$ cat config.mk
export PLATFORM = sky130hd
export DESIGN_NAME = lsv_div_step
export DESIGN_NICKNAME = d
export VERILOG_FILES = /design/src/hw/rtl/lsv_pkg.sv /design/src/hw/rtl/lsv_div_step.sv
export SDC_FILE = /design/constraint.sdc
export NUM_CORES = 2
export LEC_CHECK = 0
export BUFFER_PORTS_ARGS = -buffer_cell sky130_fd_sc_hd__clkbuf_2
export CAP_MARGIN = 20
export CORE_AREA = 2 2 560 562
export CTS_CLUSTER_SIZE = 10
export DETAILED_ROUTE_END_ITERATION = 10
export DIE_AREA = 0 0 562 564
export GPL_TIMING_DRIVEN = 1
export HOLD_SLACK_MARGIN = 0.15
export PLACE_DENSITY = 0.44
export REMOVE_ABC_BUFFERS = 1
export SYNTH_ARGS = -nofsm -noshare
export SYNTH_HDL_FRONTEND = slang
export SYNTH_SLANG_ARGS = --single-unit
$ cat constraint.sdc
create_clock -name clk_i -period 0.8 [get_ports clk_i]
set_input_delay 0.04 -clock clk_i [delete_from_list [all_inputs] [get_ports clk_i]]
set_output_delay 0.04 -clock clk_i [all_outputs]
set_load 0.01 [all_outputs]
$ cat src/hw/rtl/lsv_pkg.sv
// lsv_pkg: shared types and codes for the 3x3 linear solver.
// No dependencies.
package lsv_pkg;

  typedef logic [1:0] lsv_status_t;

  localparam lsv_status_t ST_OK       = 2'd0;
  localparam lsv_status_t ST_SINGULAR = 2'd1;
  localparam lsv_status_t ST_SAT      = 2'd2;

  // side information that travels with an item through the divider
  typedef struct packed {
    logic       zero;  // determinant is exactly zero
    logic [2:0] neg;   // quotient sign per component
  } lsv_tag_t;

endpackage

$ cat src/hw/rtl/lsv_div_step.sv
// lsv_div_step: one registered step of the restoring divider, one quotient bit
// for each of the three components. Depends on lsv_pkg.
module lsv_div_step import lsv_pkg::*; #(
  parameter int DataWidth = 32,
  parameter int RemWidth  = 155,
  parameter int Shift     = 0
) (
  input  logic                clk_i,
  input  logic                rst_ni,
  input  logic                valid_i,
  input  lsv_tag_t            tag_i,
  input  logic [RemWidth-1:0] den_i,
  input  logic [RemWidth-1:0] rem_i [3],
  input  logic [DataWidth:0]  quo_i [3],
  output logic                valid_o,
  output lsv_tag_t            tag_o,
  output logic [RemWidth-1:0] den_o,
  output logic [RemWidth-1:0] rem_o [3],
  output logic [DataWidth:0]  quo_o [3]
);

  logic                valid_q;
  lsv_tag_t            tag_q;
  logic [RemWidth-1:0] den_q;
  logic [RemWidth-1:0] rem_q [3];
  logic [RemWidth-1:0] rem_d [3];
  logic [DataWidth:0]  quo_q [3];
  logic [DataWidth:0]  quo_d [3];
  logic [RemWidth-1:0] den_sh;

  assign den_sh = den_i << Shift;

  always_comb begin
    for (int k = 0; k < 3; k++) begin
      quo_d[k] = quo_i[k];
      rem_d[k] = rem_i[k];
      if (rem_i[k] >= den_sh) begin
        rem_d[k]        = rem_i[k] - den_sh;
        quo_d[k][Shift] = 1'b1;
      end
    end
  end

  always_ff @(posedge clk_i or negedge rst_ni) begin
    if (!rst_ni) begin
      valid_q <= 1'b0;
    end else begin
      valid_q <= valid_i;
    end
  end

  always_ff @(posedge clk_i) begin
    tag_q <= tag_i;
    den_q <= den_i;
    rem_q <= rem_d;
    quo_q <= quo_d;
  end

  assign valid_o = valid_q;
  assign tag_o   = tag_q;
  assign den_o   = den_q;
  assign rem_o   = rem_q;
  assign quo_o   = quo_q;

endmodule

Yosys cells after proc, flatten, opt, wreduce, memory -nomap -nowiden
Index checks and enable logic that the tools add are counted.
{"block": "totals", "ff_bits": 724, "input_bits": 726, "word_cells": 22}
{"block": "op_classes", "n_lt_le_gt_ge": 3, "n_mux": 3, "add_sub_neg": 3}
{"cell": "155-bit >= comparator", "count": 3}
{"cell": "155-bit two-way mux", "count": 3}
{"cell": "155-bit subtractor", "count": 3}

Depth between registers and ports, before layout
{"block": "logic_depth", "word_depth": 2, "ltp_mapped": 19}

Worst setup path after synthesis
Ideal clock, no wire load.
{"block": "synth_path", "path_type": "in2reg", "start": "in rem_i[310] (netlist name)", "end": "reg rem_q, in the netlist rem_o[450]", "path_slack_ps": -3017, "cell_stages": 17, "t_arrival_ps": 3696, "t_required_ps": 679, "n_path_buf": 0, "cell_sequence": "inv_1 ha_1 inv_1 fa_1 a211oi_1 o21ai_0 a211oi_2 o21ai_0 a221o_1 a41oi_2 o21ai_2 a211oi_2 o221ai_2 a211oi_2 o21bai_1 xor2_1 mux2_2"}
{"element": "start, declared", "line_no": "lsv_div_step.sv:13", "text": "input logic [RemWidth-1:0] rem_i [3],"}
{"element": "end signal, assigned", "line_no": "lsv_div_step.sv:55", "text": "rem_q <= rem_d;"}
{"element": "end, declared", "line_no": "lsv_div_step.sv:25", "text": "logic [RemWidth-1:0] rem_q [3];"}

==> results.sh <==
export IMPL_synth_edff_count=0
export IMPL_clk_path_buf_depth=4
export IMPL_outcome="finished with violations"
export IMPL_io_buffers=1449
export IMPL_tightest_slew_ns=0.738
export IMPL_synth_xor_area_frac=0.0778
export IMPL_drtIter0Drc=4918
export IMPL_synth_cells=6636
export IMPL_syn_cell_area_sq_mm=0.0503
export IMPL_fmax_mhz=270
export IMPL_hold_violations=307
export IMPL_synthArstFlopShare=0.00138
export IMPL_detail_route_antenna_nets=0
export IMPL_slew_headroom=0.506
export IMPL_cts_root_buf="clkbuf_16"
export IMPL_clkSlewWorstSetupHoldPaths_ns=0.06
export IMPL_fin_hold_ws_ns=-0.738
export IMPL_grt_start_max_net_pins=49
export IMPL_holdPathStages=1
export IMPL_area_growth_pct=108
export IMPL_vias_per_cell=4.43
export IMPL_totalPowerFinal_mw=180
export IMPL_final_core_util=0.336
export IMPL_yosysSeqAreaShare=0.288
export IMPL_place_area_sq_mm=0.0842
export IMPL_worst_hold_path_type="primary input to flip-flop"
export IMPL_ioPinCount=1450
export IMPL_cts_sinks=724
export IMPL_start_util=0.162
export IMPL_worstPathArrival_ns=4.48
export IMPL_grt_ovfl_total=0
export IMPL_die_w_um=562
export IMPL_worstSetupPathType="primary input to flip-flop"
export IMPL_synth_fa_ha_area_frac=0.117
export IMPL_drv_cap=0
export IMPL_setup_viol=1192
export IMPL_multi_input_area_sq_mm=0.0376
export IMPL_regArea_sq_mm=0.0145
export IMPL_dp_hpwl_mm=365
export IMPL_dieArea_sq_mm=0.317
export IMPL_wl_per_cell_um=26.8
export IMPL_whs_endpoint="den_o[40]"
export IMPL_cts_buffers=109
export IMPL_coreArea_sq_mm=0.311
export IMPL_synth_main_ff_cell="dfxtp_1"
export IMPL_violations="hold timing, setup timing"
export IMPL_firstDrtPassIters=5
export IMPL_min_period_over_period=4.63
export IMPL_num_nets_final=12900
export IMPL_slew_violations=0
export IMPL_fin_tns_setup_ns=-1706.02
export IMPL_rows=205
export IMPL_grt_use_total=0.253
export IMPL_synth_simple_area_share=0.178
export IMPL_antenna_found_initial=198
export IMPL_worst_setup_path_start_kind="primary input"
export IMPL_grt_pass1_vias=69300
export IMPL_cts_max_level=3
export IMPL_rsz0062_at_grt="true"
export IMPL_p_leak_nw=49.2
export IMPL_syn_area_per_cell_sq_um=7.58
export IMPL_synth_area_mux_share=0.00580
export IMPL_synth_top_family_by_area="compound AO/OA/AOI/OAI gates"
export IMPL_dieHeight_um=564
export IMPL_power_density_mw_per_mm2=1720
export IMPL_cp_max_fo=9
export IMPL_vias=71000
export IMPL_end_kind="flip-flop"
export IMPL_setup_ws_ns=-2.91
export IMPL_final_layout_size_suffix_gt1_frac=0.455
export IMPL_cp_data_required_time_ns=1.58
export IMPL_drc=0
export IMPL_ir_drop_uv=2590
export IMPL_num_fill_cells=33300
export IMPL_drt_total_wl_mm=429
export IMPL_yosysUniqueCellTypes=97
export IMPL_fin_area_sq_mm=0.105
export IMPL_synth_compound_area_frac=0.281
export IMPL_ys_ff_latch=724
export IMPL_gp_congestion=0.976
export IMPL_finalWorstPathRequiredPeriod_ns=3.71
export IMPL_cts_tree="done"
export IMPL_hp_start="den_i[40]"
export IMPL_ys_warn_count=0
export IMPL_grt_pass1_wl_mm=555
cell families (layout without fill, tap and decap cells):
kind of cell               Yosys count  in the layout
AOI/OAI and AO/OA                 2326           2326
xor gates and xnor gates           447            447
adders and majority gates          468            468
buffers and inverters              679           5860
DFF                                724            724
muxes                               26             26
other                                0             69
and+or+nand+nor                   1966           1966
final cells by class:
type / instances / area share
timing repair buffer: 5368 / 0.403
multi-input combinational: 5233 / 0.360
sequential: 724 / 0.139
tap: 4140 / 0.0496
clock buffer: 133 / 0.0282
inverter: 306 / 0.0122
clock inverter: 53 / 0.00672
antenna: 69 / 0.00165
worst max-delay path: stages:
cell and delay [ns]:
clkbuf_2 0.08, dlygate4sd3_1 0.57, ha_1 0.37, a21oi_4 0.19, o21ai_2 0.10, a21oi_2 0.23, o31ai_2 0.11, a221oi_2 0.31
o21ai_1 0.15, o21ai_2 0.17, o21ai_4 0.12, o31a_1 0.42, a31o_4 0.27, a311oi_4 0.38, o21ai_4 0.16, buf_12 0.21
buf_16 0.18, clkbuf_16 0.23, nor2_1 0.10, a21oi_1 0.04
metal layers:
metal / part of all wire / GRT usage / wire length (um)
met5: 0.0013 / 0 / 576
met4: 0.045 / 0.102 / 19400
met3: 0.094 / 0.0862 / 40500
met2: 0.43 / 0.390 / 184000
met1: 0.43 / 0.322 / 185000
through the flow:
step	worst slack [ns]	cells	hold slack (ns)
after floorplan	-12.30	6263	-0.256
after global placement	-4.95	14700	-0.185
after detailed placement	-4.80	14700	-0.184
after CTS	-2.83	15800	-0.809
after global routing	-2.98	16000	-0.768
final	-2.91	16000	-0.738
flip-flops by register name, indices dropped and copies added, names as in the netlist:
register / cells
rem_o: 465
tag_o: 4
valid_o: 1
den_o: 155
quo_o: 99
synthesized netlist by cell type (all sizes together) (9+ instances only):
cell type / n / share of area
a211oi: 25 / 0.0041
a21boi: 37 / 0.0056
a21o: 279 / 0.042
a21oi: 1058 / 0.11
a221o: 13 / 0.0026
a221oi: 21 / 0.0037
a31oi: 59 / 0.0076
and2: 18 / 0.0022
and3: 30 / 0.0037
and4: 19 / 0.0033
buf: 61 / 0.0061
clkbuf: 312 / 0.023
dfxtp: 723 / 0.29
ha: 465 / 0.12
inv: 306 / 0.023
mux2: 25 / 0.0056
nand2: 568 / 0.042
nand2b: 40 / 0.0050
nand3: 60 / 0.0060
nand4: 250 / 0.031
nor2: 720 / 0.054
nor2b: 37 / 0.0046
nor3: 108 / 0.011
nor4: 29 / 0.0036
o211ai: 21 / 0.0031
o21a: 59 / 0.0088
o21ai: 419 / 0.042
o21bai: 166 / 0.025
o221ai: 14 / 0.0026
o31a: 9 / 0.0016
o31ai: 50 / 0.0081
o41ai: 12 / 0.0028
or2: 34 / 0.0042
or3: 27 / 0.0034
or4: 9 / 0.0014
xnor2: 271 / 0.047
xor2: 176 / 0.031
repair_timing:
| action | in CTS | in global routing |
|---|---|---|
| hold buffers | 857 | 106 |
| cloned | 7 | 22 |
| resized for setup | 377 | 755 |
| pin swaps | 88 | 145 |
| hold endpoints to repair | 725 | 415 |
| buffers inserted | 53 | 96 |
| setup endpoints to repair | 1192 | 1192 |
where the power goes:
part           internal, mW  total (mW)  switching (mW)
logic                  39.4        84.9            45.5
clock network          30.2        51.3            21.1
registers              41.2        43.7            2.44
worst max-delay path by stage:
stage / from / to / slack [ns] / cells past startpoint
floorplan: den_i[2] / rem_o[311] / -12.30 / 15
global placement: den_i[0] / rem_o[436] / -4.95 / 22
detailed placement: den_i[1] / rem_o[308] / -4.80 / 23
CTS: den_i[4] / rem_o[146] / -2.83 / 24
global route: rem_i[213] / rem_o[215] / -2.98 / 21
finish: rem_i[249] / rem_o[199] / -2.91 / 20
layout by cell type (no fill, tap or decap), drive strengths merged, types with 13 or more instances in the layout:
| master | n |
|---|---|
| a211oi | 25 |
| a21boi | 37 |
| a21o | 279 |
| a21oi | 1058 |
| a221o | 13 |
| a221oi | 21 |
| a31oi | 59 |
| and2 | 18 |
| and3 | 30 |
| and4 | 19 |
| buf | 3039 |
| bufinv | 13 |
| clkbuf | 1553 |
| clkinv | 23 |
| clkinvlp | 41 |
| dfxtp | 723 |
| diode | 69 |
| dlygate4sd3 | 904 |
| ha | 465 |
| inv | 282 |
| mux2 | 25 |
| nand2 | 568 |
| nand2b | 40 |
| nand3 | 60 |
| nand4 | 250 |
| nor2 | 720 |
| nor2b | 37 |
| nor3 | 108 |
| nor4 | 29 |
| o211ai | 21 |
| o21a | 59 |
| o21ai | 419 |
| o21bai | 166 |
| o221ai | 14 |
| o31ai | 50 |
| or2 | 34 |
| or3 | 27 |
| xnor2 | 271 |
| xor2 | 176 |
No activity file was read; power rests on OpenSTA's default activity.
